`config.mk`:
```
export PLATFORM = sky130hd
export DESIGN_NAME = json_token_scanner_unit
export DESIGN_NICKNAME = d
export VERILOG_FILES = /design/src/jts_pkg.sv /design/src/jts_front.sv /design/src/jts_queue.sv /design/src/jts_back.sv /design/src/json_token_scanner_unit.sv
export SDC_FILE = /design/constraint.sdc
export NUM_CORES = 1
export LEC_CHECK = 0
export BUFFER_PORTS_ARGS = -buffer_cell sky130_fd_sc_hd__buf_2
export CAP_MARGIN = 30
export CELL_PAD_IN_SITES_DETAIL_PLACEMENT = 1
export CELL_PAD_IN_SITES_GLOBAL_PLACEMENT = 1
export CORE_UTILIZATION = 54
export DETAILED_ROUTE_END_ITERATION = 8
export PLACE_DENSITY_LB_ADDON = 0.2
export SLEW_MARGIN = 30
export SYNTH_ARGS = -nofsm -noshare
export SYNTH_HDL_FRONTEND = slang
export SYNTH_SLANG_ARGS = --single-unit
export TNS_END_PERCENT = 100
```
`constraint.sdc`:
```
create_clock -name clk -period 11.9 [get_ports clk]
set_input_delay 2.38 -clock clk [delete_from_list [all_inputs] [get_ports clk]]
set_output_delay 2.38 -clock clk [all_outputs]
set_load 0.02 [all_outputs]
```
`src/jts_pkg.sv`:
```
// Shared types and constants for the JSON token scanner.
package jts_pkg;

  // Longest text the offsets are meant to cover; offsets stop at the top value.
  localparam int MAX_TEXT_BYTES = 65536;
  localparam logic [15:0] OFFSET_TOP =
    16'((MAX_TEXT_BYTES - 1 < 65535) ? MAX_TEXT_BYTES - 1 : 65535);

  // One scanned byte produces at most this many tokens.
  localparam int TOKENS_MAX = 3;
  localparam int COUNT_W    = 2;

  // Queue between the scanner and the token serializer.
  localparam int QUEUE_DEPTH = 4;
  localparam int QUEUE_AW    = $clog2(QUEUE_DEPTH);

  typedef logic [15:0] offset_t;

  typedef enum logic [3:0] {
    KIND_OBJ_OPEN  = 4'd0,
    KIND_OBJ_CLOSE = 4'd1,
    KIND_ARR_OPEN  = 4'd2,
    KIND_ARR_CLOSE = 4'd3,
    KIND_STRING    = 4'd4,
    KIND_FALSE     = 4'd5,
    KIND_TRUE      = 4'd6,
    KIND_NULL      = 4'd7,
    KIND_NUMBER    = 4'd8,
    KIND_INVALID   = 4'd9,
    KIND_END       = 4'd10
  } token_kind_t;

  typedef struct packed {
    logic        last;
    offset_t     length;
    offset_t     start;
    token_kind_t kind;
  } token_t;

  // All tokens produced by one byte, in output order; count is never zero in the queue.
  typedef struct packed {
    logic [COUNT_W-1:0]        count;
    token_t [TOKENS_MAX-1:0]   tok;
  } bundle_t;

endpackage

```
`src/jts_front.sv`:
```
// Byte scanner: holds the lexer state and turns each accepted byte into a token bundle.
module jts_front (
  input  logic             clk,
  input  logic             rst,
  input  logic             accept,
  input  logic [7:0]       text_byte,
  input  logic             end_of_text,
  output logic             push,
  output jts_pkg::bundle_t bundle
);

  typedef enum logic [1:0] {
    MODE_IDLE,
    MODE_STRING,
    MODE_NUMBER,
    MODE_SKIP
  } mode_t;

  localparam logic [7:0] CH_LBRACE = 8'h7B;
  localparam logic [7:0] CH_RBRACE = 8'h7D;
  localparam logic [7:0] CH_LBRACK = 8'h5B;
  localparam logic [7:0] CH_RBRACK = 8'h5D;
  localparam logic [7:0] CH_DQUOTE = 8'h22;
  localparam logic [7:0] CH_SQUOTE = 8'h27;
  localparam logic [7:0] CH_BSLASH = 8'h5C;
  localparam logic [7:0] CH_F_LO   = 8'h66;
  localparam logic [7:0] CH_F_UP   = 8'h46;
  localparam logic [7:0] CH_T_LO   = 8'h74;
  localparam logic [7:0] CH_T_UP   = 8'h54;
  localparam logic [7:0] CH_N_LO   = 8'h6E;
  localparam logic [7:0] CH_N_UP   = 8'h4E;

  localparam logic [15:0] LEN_FALSE  = 16'd5;
  localparam logic [15:0] LEN_SHORT  = 16'd4;
  localparam logic [2:0]  SKIP_FALSE = 3'd4;
  localparam logic [2:0]  SKIP_SHORT = 3'd3;

  function automatic jts_pkg::offset_t sat_inc(input jts_pkg::offset_t v);
    return (v >= jts_pkg::OFFSET_TOP) ? jts_pkg::OFFSET_TOP : v + 16'd1;
  endfunction

  function automatic logic is_skip_byte(input logic [7:0] c);
    return c inside {8'h20, 8'h09, 8'h0A, 8'h0B, 8'h0C, 8'h0D, 8'h3A, 8'h2C};
  endfunction

  function automatic logic is_number_start(input logic [7:0] c);
    return c inside {[8'h30:8'h39], 8'h2B, 8'h2D, 8'h2E};
  endfunction

  function automatic logic is_number_body(input logic [7:0] c);
    return is_number_start(c) || c inside {8'h65, 8'h45};
  endfunction

  mode_t           mode, mode_next;
  logic            quote_char, quote_char_next;
  logic            escape_pending, escape_pending_next;
  logic [2:0]      skip_remaining, skip_remaining_next;
  jts_pkg::offset_t token_begin, token_begin_next;
  jts_pkg::offset_t byte_offset, byte_offset_next;

  always_comb begin
    jts_pkg::bundle_t       b;
    logic [jts_pkg::COUNT_W-1:0] cnt;
    jts_pkg::offset_t       p;
    jts_pkg::offset_t       nxt;
    logic [7:0]             quote;
    logic                   do_idle;
    logic [2:0]             skip_dec;

    b                   = '0;
    cnt                 = '0;
    p                   = byte_offset;
    nxt                 = sat_inc(byte_offset);
    quote               = quote_char ? CH_SQUOTE : CH_DQUOTE;
    do_idle             = 1'b0;
    skip_dec            = '0;
    mode_next           = mode;
    quote_char_next     = quote_char;
    escape_pending_next = escape_pending;
    skip_remaining_next = skip_remaining;
    token_begin_next    = token_begin;
    byte_offset_next    = nxt;

    case (mode)
      MODE_STRING: begin
        if (escape_pending) begin
          escape_pending_next = 1'b0;
        end else if (text_byte == CH_BSLASH) begin
          escape_pending_next = 1'b1;
        end else if (text_byte == quote) begin
          b.tok[cnt] = '{1'b0, p - token_begin, token_begin, jts_pkg::KIND_STRING};
          cnt = cnt + 2'd1;
          mode_next = MODE_IDLE;
        end
      end
      MODE_NUMBER: begin
        // The byte that ends a number is scanned again as a fresh byte.
        if (!is_number_body(text_byte)) begin
          b.tok[cnt] = '{1'b0, p - token_begin, token_begin, jts_pkg::KIND_NUMBER};
          cnt = cnt + 2'd1;
          mode_next = MODE_IDLE;
          do_idle = 1'b1;
        end
      end
      MODE_SKIP: begin
        skip_dec = (skip_remaining != 3'd0) ? skip_remaining - 3'd1 : skip_remaining;
        skip_remaining_next = skip_dec;
        if (skip_dec == 3'd0) begin
          mode_next = MODE_IDLE;
        end
      end
      default: begin
        do_idle = 1'b1;
      end
    endcase

    if (do_idle && !is_skip_byte(text_byte)) begin
      case (text_byte)
        CH_LBRACE: begin
          b.tok[cnt] = '{1'b0, 16'd1, p, jts_pkg::KIND_OBJ_OPEN};
          cnt = cnt + 2'd1;
        end
        CH_RBRACE: begin
          b.tok[cnt] = '{1'b0, 16'd1, p, jts_pkg::KIND_OBJ_CLOSE};
          cnt = cnt + 2'd1;
        end
        CH_LBRACK: begin
          b.tok[cnt] = '{1'b0, 16'd1, p, jts_pkg::KIND_ARR_OPEN};
          cnt = cnt + 2'd1;
        end
        CH_RBRACK: begin
          b.tok[cnt] = '{1'b0, 16'd1, p, jts_pkg::KIND_ARR_CLOSE};
          cnt = cnt + 2'd1;
        end
        CH_DQUOTE, CH_SQUOTE: begin
          mode_next           = MODE_STRING;
          quote_char_next     = (text_byte == CH_SQUOTE);
          escape_pending_next = 1'b0;
          token_begin_next    = nxt;
        end
        CH_F_LO, CH_F_UP: begin
          b.tok[cnt] = '{1'b0, LEN_FALSE, p, jts_pkg::KIND_FALSE};
          cnt = cnt + 2'd1;
          mode_next = MODE_SKIP;
          skip_remaining_next = SKIP_FALSE;
        end
        CH_T_LO, CH_T_UP: begin
          b.tok[cnt] = '{1'b0, LEN_SHORT, p, jts_pkg::KIND_TRUE};
          cnt = cnt + 2'd1;
          mode_next = MODE_SKIP;
          skip_remaining_next = SKIP_SHORT;
        end
        CH_N_LO, CH_N_UP: begin
          b.tok[cnt] = '{1'b0, LEN_SHORT, p, jts_pkg::KIND_NULL};
          cnt = cnt + 2'd1;
          mode_next = MODE_SKIP;
          skip_remaining_next = SKIP_SHORT;
        end
        default: begin
          if (is_number_start(text_byte)) begin
            mode_next        = MODE_NUMBER;
            token_begin_next = p;
          end else begin
            b.tok[cnt] = '{1'b0, 16'd1, p, jts_pkg::KIND_INVALID};
            cnt = cnt + 2'd1;
          end
        end
      endcase
    end

    // Final byte: close any open string or number, add the end token, start over.
    if (end_of_text) begin
      if (mode_next == MODE_STRING) begin
        b.tok[cnt] = '{1'b0, nxt - token_begin_next, token_begin_next, jts_pkg::KIND_STRING};
        cnt = cnt + 2'd1;
      end else if (mode_next == MODE_NUMBER) begin
        b.tok[cnt] = '{1'b0, nxt - token_begin_next, token_begin_next, jts_pkg::KIND_NUMBER};
        cnt = cnt + 2'd1;
      end
      b.tok[cnt] = '{1'b1, 16'd0, nxt, jts_pkg::KIND_END};
      cnt = cnt + 2'd1;
      mode_next           = MODE_IDLE;
      quote_char_next     = 1'b0;
      escape_pending_next = 1'b0;
      skip_remaining_next = '0;
      token_begin_next    = '0;
      byte_offset_next    = '0;
    end

    b.count = cnt;
    bundle  = b;
    push    = accept && (cnt != '0);
  end

  always_ff @(posedge clk) begin
    if (rst) begin
      mode           <= MODE_IDLE;
      quote_char     <= 1'b0;
      escape_pending <= 1'b0;
      skip_remaining <= '0;
      token_begin    <= '0;
      byte_offset    <= '0;
    end else if (accept) begin
      mode           <= mode_next;
      quote_char     <= quote_char_next;
      escape_pending <= escape_pending_next;
      skip_remaining <= skip_remaining_next;
      token_begin    <= token_begin_next;
      byte_offset    <= byte_offset_next;
    end
  end

endmodule

```
`src/jts_queue.sv`:
```
// Small register queue of token bundles between the scanner and the serializer.
module jts_queue (
  input  logic             clk,
  input  logic             rst,
  input  logic             push,
  input  jts_pkg::bundle_t push_data,
  input  logic             pop,
  output logic             full,
  output logic             not_empty,
  output jts_pkg::bundle_t head
);

  jts_pkg::bundle_t entries [jts_pkg::QUEUE_DEPTH];
  logic [jts_pkg::QUEUE_AW-1:0] wr_ptr;
  logic [jts_pkg::QUEUE_AW-1:0] rd_ptr;
  logic [jts_pkg::QUEUE_AW:0]   fill;

  assign full      = (fill == (jts_pkg::QUEUE_AW + 1)'(jts_pkg::QUEUE_DEPTH));
  assign not_empty = (fill != '0);
  assign head      = entries[rd_ptr];

  always_ff @(posedge clk) begin
    if (rst) begin
      wr_ptr <= '0;
      rd_ptr <= '0;
      fill   <= '0;
    end else begin
      if (push) begin
        wr_ptr <= wr_ptr + 1'b1;
      end
      if (pop) begin
        rd_ptr <= rd_ptr + 1'b1;
      end
      if (push && !pop) begin
        fill <= fill + 1'b1;
      end else if (pop && !push) begin
        fill <= fill - 1'b1;
      end
    end
  end

  always_ff @(posedge clk) begin
    if (push) begin
      entries[wr_ptr] <= push_data;
    end
  end

endmodule

```
`src/jts_back.sv`:
```
// Token serializer: unpacks one bundle at a time into single output words.
module jts_back (
  input  logic             clk,
  input  logic             rst,
  input  logic             q_valid,
  input  jts_pkg::bundle_t q_head,
  output logic             q_pop,
  output logic             out_valid,
  input  logic             out_ready,
  output jts_pkg::token_t  out_token
);

  jts_pkg::bundle_t             cur;
  logic                         cur_valid;
  logic [jts_pkg::COUNT_W-1:0]  idx;
  logic                         done;
  logic                         take;

  assign done      = cur_valid && out_ready && (idx == cur.count - 2'd1);
  assign take      = !cur_valid || done;
  assign q_pop     = take && q_valid;
  assign out_valid = cur_valid;
  assign out_token = cur.tok[idx];

  always_ff @(posedge clk) begin
    if (rst) begin
      cur_valid <= 1'b0;
      idx       <= '0;
    end else if (take) begin
      cur_valid <= q_valid;
      idx       <= '0;
    end else if (out_ready) begin
      idx <= idx + 2'd1;
    end
  end

  always_ff @(posedge clk) begin
    if (q_pop) begin
      cur <= q_head;
    end
  end

endmodule

```
`src/json_token_scanner_unit.sv`:
```
// Top level of the JSON token scanner: byte stream in, token stream out.
// An accepted byte's bundle is written into the queue, then loaded into the serializer's
// output register once the serializer is free; that register drives its first token word.
// Throughput: one byte per cycle while the queue has room; one token word leaves per cycle
// while m_axis_tready is high, so a byte with two or three tokens holds the serializer
// longer. The four-entry queue absorbs short bursts; s_axis_tready drops only when it fills.
// Reset (rst, synchronous, active high) returns the lexer to idle at offset 0
// and empties the queue and the output register.
module json_token_scanner_unit (
  input  logic        clk,
  input  logic        rst,
  input  logic        s_axis_tvalid,
  output logic        s_axis_tready,
  input  logic [7:0]  s_axis_tdata,   // [7:0] text_byte
  input  logic        s_axis_tlast,   // end_of_text
  output logic        m_axis_tvalid,
  input  logic        m_axis_tready,
  output logic [39:0] m_axis_tdata,   // [3:0] token_kind, [19:4] token_start,
                                      // [35:20] token_length, [39:36] zero
  output logic        m_axis_tlast    // last_of_text
);

  // Front side: the scanner sees every accepted byte and pushes only bundles
  // that carry at least one token, so whitespace never occupies the queue.
  logic             accept;
  logic             push;
  jts_pkg::bundle_t bundle;

  // Queue side.
  logic             q_full;
  logic             q_valid;
  logic             q_pop;
  jts_pkg::bundle_t q_head;

  jts_pkg::token_t  token;

  // A byte can always be taken while the queue has room, even when the
  // serializer is stalled on the output side.
  assign s_axis_tready = !q_full;
  assign accept        = s_axis_tvalid && s_axis_tready;

  jts_front u_front (
    .clk         (clk),
    .rst         (rst),
    .accept      (accept),
    .text_byte   (s_axis_tdata),
    .end_of_text (s_axis_tlast),
    .push        (push),
    .bundle      (bundle)
  );

  jts_queue u_queue (
    .clk       (clk),
    .rst       (rst),
    .push      (push),
    .push_data (bundle),
    .pop       (q_pop),
    .full      (q_full),
    .not_empty (q_valid),
    .head      (q_head)
  );

  // Back side: the serializer holds one bundle and walks its tokens in order.
  jts_back u_back (
    .clk       (clk),
    .rst       (rst),
    .q_valid   (q_valid),
    .q_head    (q_head),
    .q_pop     (q_pop),
    .out_valid (m_axis_tvalid),
    .out_ready (m_axis_tready),
    .out_token (token)
  );

  assign m_axis_tdata = {4'b0000, token.length, token.start, token.kind};
  assign m_axis_tlast = token.last;

endmodule
```
; ---- After elaboration in Yosys (flattened, before gate mapping)
; Memory sizes are Yosys's and may differ from the RTL's. A register that Yosys moved wholly into a read port is not among the register bits.
; Index checks and enable logic that the tools add are counted.
[word_totals]
n_memories = 1
register_bits = 49
out_inout_bits = 43
ramBits = 452
[memory_table]
columns = memory, words, word_bits, rd, rd_clocked_by_memory_dff, wr, line
row1 = u_queue.entries, 4, 113, 1, 1, 1, jts_queue.sv:13  ; jts_pkg::bundle_t entries [jts_pkg::QUEUE_DEPTH];
[classes]
n_reduce_logical = 40
n_eq_ne = 34
order_cmp = 10
n_addsub = 13
n_mux = 80
[op_table]
columns = op, count
row1 = 111-bit bitwise mux, 11
row2 = 111-bit one-hot mux with 8 select lines, 1
row3 = 111-bit 2-to-1 mux, 6
row4 = 37-bit demux with 2-bit select, 3
row5 = 37-bit 2-to-1 mux, 6
row6 = 8-bit by 7-bit equality test with 1-bit output (second input constant), 13
row7 = 16-bit 2-to-1 mux, 5
row8 = 37-bit binary-select mux with 2-bit select, 1
row9 = 37-bit one-hot mux with 2 select lines, 1
row10 = 36-bit 2-to-1 mux, 2
row11 = 8-bit by 6-bit equality test with 1-bit output (second input constant), 8
row12 = 8-bit by 4-bit equality test with 1-bit output (second input constant), 5
row13 = 2-bit 2-to-1 mux, 16
row14 = 16-bit one-hot mux with 2 select lines, 1
row15 = 16-bit subtractor, 2
row16 = 3-bit 2-to-1 mux, 7
row17 = 16-bit by 1-bit adder with 16-bit output (second input constant), 1
row18 = 16-bit >= comparator (second input constant), 1
row19 = 1-bit 2-to-1 mux, 14
row20 = 2-bit by 1-bit adder with 2-bit output (second input constant), 6
row21 = 1-bit logical AND, 12
row22 = 2-bit by 3-bit < comparator with 1-bit output (second input constant), 4
row23 = 2-bit one-hot mux with 3 select lines, 2
row24 = 2-bit OR reduction, 6
row25 = other kinds (25), 43

; ---- Longest topological paths before layout
; Gate-level depths: netlist of the first run.
[depth]
word_depth = 22
ltp_mapped = 22
depth_no_buf = 21

; ---- Modules after synthesis
; A second synthesis of the first run with hierarchy kept.
[hier_totals]
hier_cells = 1926
hier_area_um2 = 27799.2
[by_module_without_submodules]
columns = mod, n_inst, seq_area_each_um2, area_per_inst_um2, cells_each
row1 = jts_queue, 1, 13753.2, 16758.6, 635
row2 = jts_front, 1, 780.7, 6622.6, 1028
row3 = jts_back, 1, 3453.3, 4374.2, 256
row4 = json_token_scanner_unit, 1, 0.0, 43.8, 7

; ---- Worst setup path after synthesis of the first run
; OpenSTA, ideal clock, no wires.
[synth_path]
kind = input -> register
from = input port m_axis_tready
to = register u_queue.fill[2] (netlist name)
cell_stages = 9
setup_time_ns = 0.070
n_path_buf = 0
arrival_ns = 9.313
setup_slack_ns = 2.517
required_ns = 11.830
cell_sequence = nand2_1 -> a21oi_1 -> inv_1 -> ha_1 -> inv_1 -> fa_1 -> xor2_1 -> or3_1 -> a21oi_1
[synth_via]
elab_chain_len = 7
elab_cells_between_ends = 9
[synth_lines]
columns = element, line
row1 = start: declaration, json_token_scanner_unit.sv:17  ; input logic m_axis_tready,
row2 = 1-bit logical AND * (2 in a row), jts_back.sv:19  ; assign done = cur_valid && out_ready && (idx == cur.count - 2'd1);
row3 = 1-bit logical OR *, jts_back.sv:20  ; assign take = !cur_valid || done;
row4 = 1-bit logical AND *, jts_back.sv:21  ; assign q_pop = take && q_valid;
row5 = via q_pop, json_token_scanner_unit.sv:32  ; logic q_pop;
row6 = 1-bit zero test, jts_queue.sv:34  ; if (push && !pop) begin
row7 = 1-bit logical AND, jts_queue.sv:34
row8 = 3-bit 2-to-1 mux or 2-bit nonzero test (tied branches), --
row9 = end signal: assignment, jts_queue.sv:35  ; fill <= fill + 1'b1;
row10 = end signal: assignment, jts_queue.sv:37  ; fill <= fill - 1'b1;
row11 = end: declaration, jts_queue.sv:16  ; logic [jts_pkg::QUEUE_AW:0] fill;
; The timed path passes the listed nets; every way through them passes the cells marked *.
; A chain may end at the register's enable or synchronous reset.

==> flow_summary.yaml, run 1 <==
synth:
  synth-simple-area-share: 0.0703
  yosysWarnings: 0
  synthCells: 1746
  synth.avg_cell_area_sq_um: 15.2
  synth_edf_count: 555
  synth_top_cells_by_area: "edfxtp_1, mux4_2, dfxtp_1, ha_1, nor2_1"
  synth_commonest_cells: "edfxtp_1, nor2_1, nand2_1"
  synth-compound-area-share: 0.0851
  synth_mux_area_frac: 0.116
  synth_top_family_by_area: "multiplexers"
  netlist_area_sq_um: 26500
  synth_top_area_frac: 0.628
  synth.largest_area_cell: "edfxtp_1"
  synth_flop_cell: "edfxtp_1"
  synth-xor-area-share: 0.0149
  synth_seq_cells: 604
  synthAdderAreaFrac: 0.0258
  yosysSeqAreaShare: 0.665
  yosysMostFrequentCell: "edfxtp_1"
  async_flop_share: 0
  yosysUniqueCellTypes: 90
grt:
  track_usage: 0.290
  grt_max_degree: 62
  grt_overflow: 0
  grt_pass1_vias: 16799
  grt_pass1_wl_um: 107000
  antenna_found_initial: 1
critical_path:
  timing.reg2reg.setup_slack_ns: 4.92
  reg2regPathDepth: 16
  end_kind: "register"
  worstPathArrival_ns: 9.39
  critical_path_class: "input pin to register"
  r2r-end: "u_queue.entries[2][6]$_DFFE_PP_"
  critPathLaunchType: "input pin"
  crit_required_ns: 12.26
  crit_path_max_fanout: 26
  r2r-start: "u_front.mode[0]$_SDFFE_PP0P_"
cts:
  cts.path.max_buffers: 3
  numCtsBuffers: 59
  clk_latency_ns: 0.66
  cts_tree: "done"
  cts.sinks: 604
  cts_setup_buffers: 0
  h-tree-depth: 2
  cts.clk_slew.worst_paths_ns: 0.06
  holdBufCountCts: 0
  root_buffer: "clkbuf_16"
  cts_resized: 0
sta:
  rsz0062_at_grt: "false"
  hold_violations: 0
  setup_viol: 0
  fin_ws_ns: 2.87
  post-route-min-period_ns: 9.03
  worstMarginPinSlew_ns: 1.10
  fin_crit_sh: 0.759
  tns_ns: 0
  skew_ns: 0.0421
  drv_slew: 0
  slew_headroom: 0.268
  fmax_mhz: 111
floorplanning:
  fp.coreArea_sq_um: 48100
  row_count: 80
  ios: 56
  die_width_um: 224
  floorplan.initialDensity: 0.551
  die_h_um: 224
  die_area_sq_um: 50000
pwr:
  irDropWorstVdd_v: 0.000136
  power.share.combinational: 0.188
  pwr-share-clk: 0.320
  p_sw_mw: 1.68
  p_per_area_nw_per_um2: 205
  swShare: 0.277
  leakagePower_nw: 9.38
  p_seq_frac: 0.492
  p_int_mw: 4.38
layout:
  final_area_sq_um: 29600
  area_growth_pct: 11.5
  instances_no_fill: 2495
  fin_nets: 1855
  n_fill_cell: 4366
  diodes: 0
  utilization: 0.615
  drive_gt1_frac: 0.181
detailed_routing:
  ant_nets: 0
  drt_wl_total_um: 70700
  wire_per_inst_um: 28.3
  drt-vias-per-instance: 6.40
  drcViolationCount: 0
  drtIter0Drc: 1722
  firstDrtPassIters: 5
  vias: 15971
placement:
  placed_area_sq_um: 27500
  dp.final_hpwl_um: 44600
  dp_cells: 2382
  dp_slack_ns: 2.39
  port_buffers: 51
  gp_congestion: 0.928
job:
  drv_cap: 0
hold_path:
  whs_endpoint: "u_front.quote_char$_SDFFE_PP0P_"
  hold_depth: 2
  worstHoldStart: "u_front.quote_char$_SDFFE_PP0P_"
  hold_class: "register to register"
run_status:
  status: "complete, no violations"
[critical path, cell delays in order]
cell and delay, ns:
buf_2 0.17, or4b_4 0.60, or3b_4 0.41, nor4_1 0.41, o21ai_1 0.13, buf_4 0.22, inv_2 0.47, ha_1 0.32
mux2i_1 0.09, or2_1 0.31, ha_1 0.32, a21oi_1 0.25, ha_1 0.78, nand2_1 0.74, inv_1 0.78, nor2_2 0.36
a222oi_1 0.62
[metal layers]
layer	global-route usage	wire length (um)	vias up
li1	-	-	6931
met1	0.391	28900	8274
met2	0.487	35400	613
met3	0.0393	4070	151
met4	0.106	2310	2
met5	0	13	-
[registers in the layout, summed over array words and instances, names as in the netlist]
name and cells:
u_back.out_valid 1, u_front.mode 2, u_front.quote_char 1, u_back.cur 111, u_front.byte_offset 16, u_queue.fill 3
u_queue.rd_ptr 2, u_front.escape_pending 1, u_back.idx 2, u_front.token_begin 16, u_front.skip_remaining 3, u_queue.wr_ptr 2
u_queue.entries 444
[through the flow]
step	hold WS, ns	total power, mW
after CTS	0.520	6.11
after global placement	0.483	4.10
after global routing	0.552	6.27
after floorplan	0.459	3.79
after detailed placement	0.503	4.18
final	0.517	6.07
[power groups by stage]
stage / combinational (mW) / clock [mW] / sequential, mW
finish: 1.14 / 1.94 / 2.98
detailed placement: 1.15 / 0 / 3.03
floorplan: 0.811 / 0 / 2.98
global route: 1.23 / 2.02 / 3.02
global placement: 1.10 / 0 / 3.00
CTS: 1.16 / 1.96 / 2.99
[layout by cell type (no fill, tap or decap), drive strengths merged, types with 10 or more instances in the layout]
cell       n
a21o      12
a21oi     53
a221oi    13
a22o      21
a22oi     50
and2      10
buf       84
clkbuf    80
clkinv    20
dfxtp     49
edfxtp   555
ha        50
inv       53
mux2      11
mux2i     44
mux4     111
nand2    113
nand2b    13
nand3     26
nor2     142
nor3      20
o21ai     77
o2bb2ai   13
o31ai     16
or3       11
xnor2     24
xor2      19
[area by class of cell]
type                       instances  area (sq um)  area share
tap                              656           821      0.0277
sequential                       604         17700       0.597
clock inverter                    31           393      0.0133
multi-input combinational        988          8340       0.282
timing repair buffer              84           556      0.0188
inverter                          52           195     0.00659
clock buffer                      80          1640      0.0553
[kinds of logic after synthesis]
logic type               count (synthesis)
other                                    1
XOR/XNOR                                43
multiplexers                           166
buffers and inverters                  157
flip-flops                             604
AND/OR/NAND/NOR                        397
adder cells (fa/ha/maj)                 53
AO/OA/AOI/OAI                          325
[worst max path at each step]
stage / startpoint / to / slack [ns] / cells after the start
4_1_cts: s_axis_tdata[4] / u_queue.entries[2][6]$_DFFE_PP_ / 3.01 / 17
3_3_place_gp: s_axis_tdata[4] / u_queue.entries[0][6]$_DFFE_PP_ / 2.66 / 17
6_report: s_axis_tdata[4] / u_queue.entries[2][6]$_DFFE_PP_ / 2.87 / 17
3_5_place_dp: s_axis_tdata[4] / u_queue.entries[0][5]$_DFFE_PP_ / 2.39 / 17
5_1_grt: s_axis_tdata[4] / u_queue.entries[2][6]$_DFFE_PP_ / 2.42 / 17
2_1_floorplan: m_axis_tready / u_queue.fill[2]$_SDFFE_PP0P_ / 2.52 / 9
(Power assumes the default switching activity.)
==> run 2: changes to the inputs <==
==> constraint.sdc (replaced) <==
create_clock -name clk -period 9 [get_ports clk]
set_input_delay 1.8 -clock clk [delete_from_list [all_inputs] [get_ports clk]]
set_output_delay 1.8 -clock clk [all_outputs]
set_load 0.02 [all_outputs]
==> flow_summary.yaml, run 2 (synthesized netlist as in run 1, its figures left out) <==
floorplanning:
  die_area_sq_um: 50000
  floorplan.initialDensity: 0.551
  die_width_um: 224
  die_h_um: 224
  fp.coreArea_sq_um: 48100
  ios: 56
  row_count: 80
grt:
  grt_pass1_vias: 16839
  antenna_found_initial: 0
  track_usage: 0.289
  grt_overflow: 0
  grt_max_degree: 75
  grt_pass1_wl_um: 106000
placement:
  gp_congestion: 0.932
  port_buffers: 51
  dp.final_hpwl_um: 44900
pwr:
  p_per_area_nw_per_um2: 272
  swShare: 0.276
  p_int_mw: 5.84
  p_sw_mw: 2.23
  pwr-share-clk: 0.326
  irDropWorstVdd_v: 0.000184
  leakagePower_nw: 9.42
  power.share.combinational: 0.185
  p_seq_frac: 0.489
layout:
  top_register: "u_queue.entries"
  final_cell_mix: "edfxtp_1, nor2_1, nand2_1, mux4_2, o21ai_0"
  final_common_cell: "edfxtp_1"
  largest_reg_flops: 444
  utilization: 0.617
  drive_gt1_frac: 0.187
  top_regs: "u_queue.entries (444), u_back.cur (111)"
  area_growth_pct: 11.8
  fin_nets: 1855
cts:
  numCtsBuffers: 60
  cts_setup_buffers: 0
  root_buffer: "clkbuf_16"
  clk_latency_ns: 0.63
  cts.sinks: 604
  cts.clk_slew.worst_paths_ns: 0.06
  h-tree-depth: 2
  cts_resized: 0
  holdBufCountCts: 0
  cts_tree: "done"
  cts.path.max_buffers: 3
detailed_routing:
  drt_wl_total_um: 70700
  ant_nets: 0
  firstDrtPassIters: 5
  drcViolationCount: 0
  drt-vias-per-instance: 6.40
  drtIter0Drc: 1562
  wire_per_inst_um: 28.3
  vias: 15976
sta:
  fin_crit_sh: 0.819
  fmax_mhz: 136
  skew_ns: 0.0293
  hold_violations: 0
  slew_headroom: 0.300
  drv_slew: 0
  post-route-min-period_ns: 7.37
  setup_viol: 0
  worstMarginPinSlew_ns: 1.05
  rsz0062_at_grt: "false"
  tns_ns: 0
job:
  drv_cap: 0
critical_path:
  end_kind: "register"
  crit_required_ns: 9.29
  critPathLaunchType: "input pin"
  timing.reg2reg.setup_slack_ns: 2.58
  critical_path_class: "input pin to register"
  crit_path_max_fanout: 44
  worstPathArrival_ns: 7.66
run_status:
  status: "complete, no violations"
hold_path:
  hold_class: "register to register"
-- run 2: per-layer routing --
metal / track usage / part of all wire / up-vias / wire (um)
met5: 0 / 0 / - / 0
met1: 0.396 / 0.42 / 8239 / 29500
met4: 0.0950 / 0.031 / 0 / 2200
met2: 0.480 / 0.49 / 666 / 34600
met3: 0.0401 / 0.062 / 139 / 4380
li1: - / - / 6932 / -
-- run 2: layout make-up --
type | count | area [sq um]
flip-flops and latches | 604 | 17700
repair buffers | 83 | 548
inverters | 52 | 195
fillers | 4346 | 18500
clock inverters | 36 | 422
clock buffers | 78 | 1690
well taps | 656 | 821
diodes | 1 | 2.50
multi-input cells | 988 | 8350
-- run 2: metrics by stage --
stage               cell area, sq um  hold slack, ns  setup slack, ns  total power [mW]  instances
floorplan                      26600           0.459            0.197              5.01       1749
global placement               27600           0.481             1.26              5.43       2383
detailed placement             27600           0.508             1.08              5.52       2383
CTS                            29700           0.509             1.69              8.15       2497
global route                   29700           0.520             1.34              8.35       2497
finish                         29700           0.508             1.63              8.07       2498
-- run 2: power by group through the flow --
stage / clock network, mW / registers, mW / logic, mW
5_1_grt: 2.75 / 3.99 / 1.61
4_1_cts: 2.67 / 3.95 / 1.53
2_1_floorplan: 0 / 3.94 / 1.07
3_3_place_gp: 0 / 3.96 / 1.47
3_5_place_dp: 0 / 4.01 / 1.52
6_report: 2.64 / 3.94 / 1.49
-- run 2: final timing paths --
| kind | startpoint | to | cells past startpoint |
|---|---|---|---|
| min | u_front.quote_char$_SDFFE_PP0P_ | u_front.quote_char$_SDFFE_PP0P_ | 2 |
| max reg2reg | u_front.mode[0]$_SDFFE_PP0P_ | u_queue.entries[3][35]$_DFFE_PP_ | 20 |
| min reg2reg | u_front.quote_char$_SDFFE_PP0P_ | u_front.quote_char$_SDFFE_PP0P_ | 2 |
| max | s_axis_tdata[4] | u_queue.entries[3][44]$_DFFE_PP_ | 16 |
-- run 2: worst max-delay path, stage by stage --
cell and delay [ns]:
buf_2 0.17, or4b_4 0.60, or3b_4 0.41, nor4_1 0.42
o21ai_1 0.13, buf_4 0.22, inv_2 0.49, ha_1 0.33
mux2i_1 0.09, or2_1 0.32, ha_1 0.33, a21oi_1 0.29
ha_1 0.34, a311oi_4 0.50, and2_4 0.76, buf_4 0.41
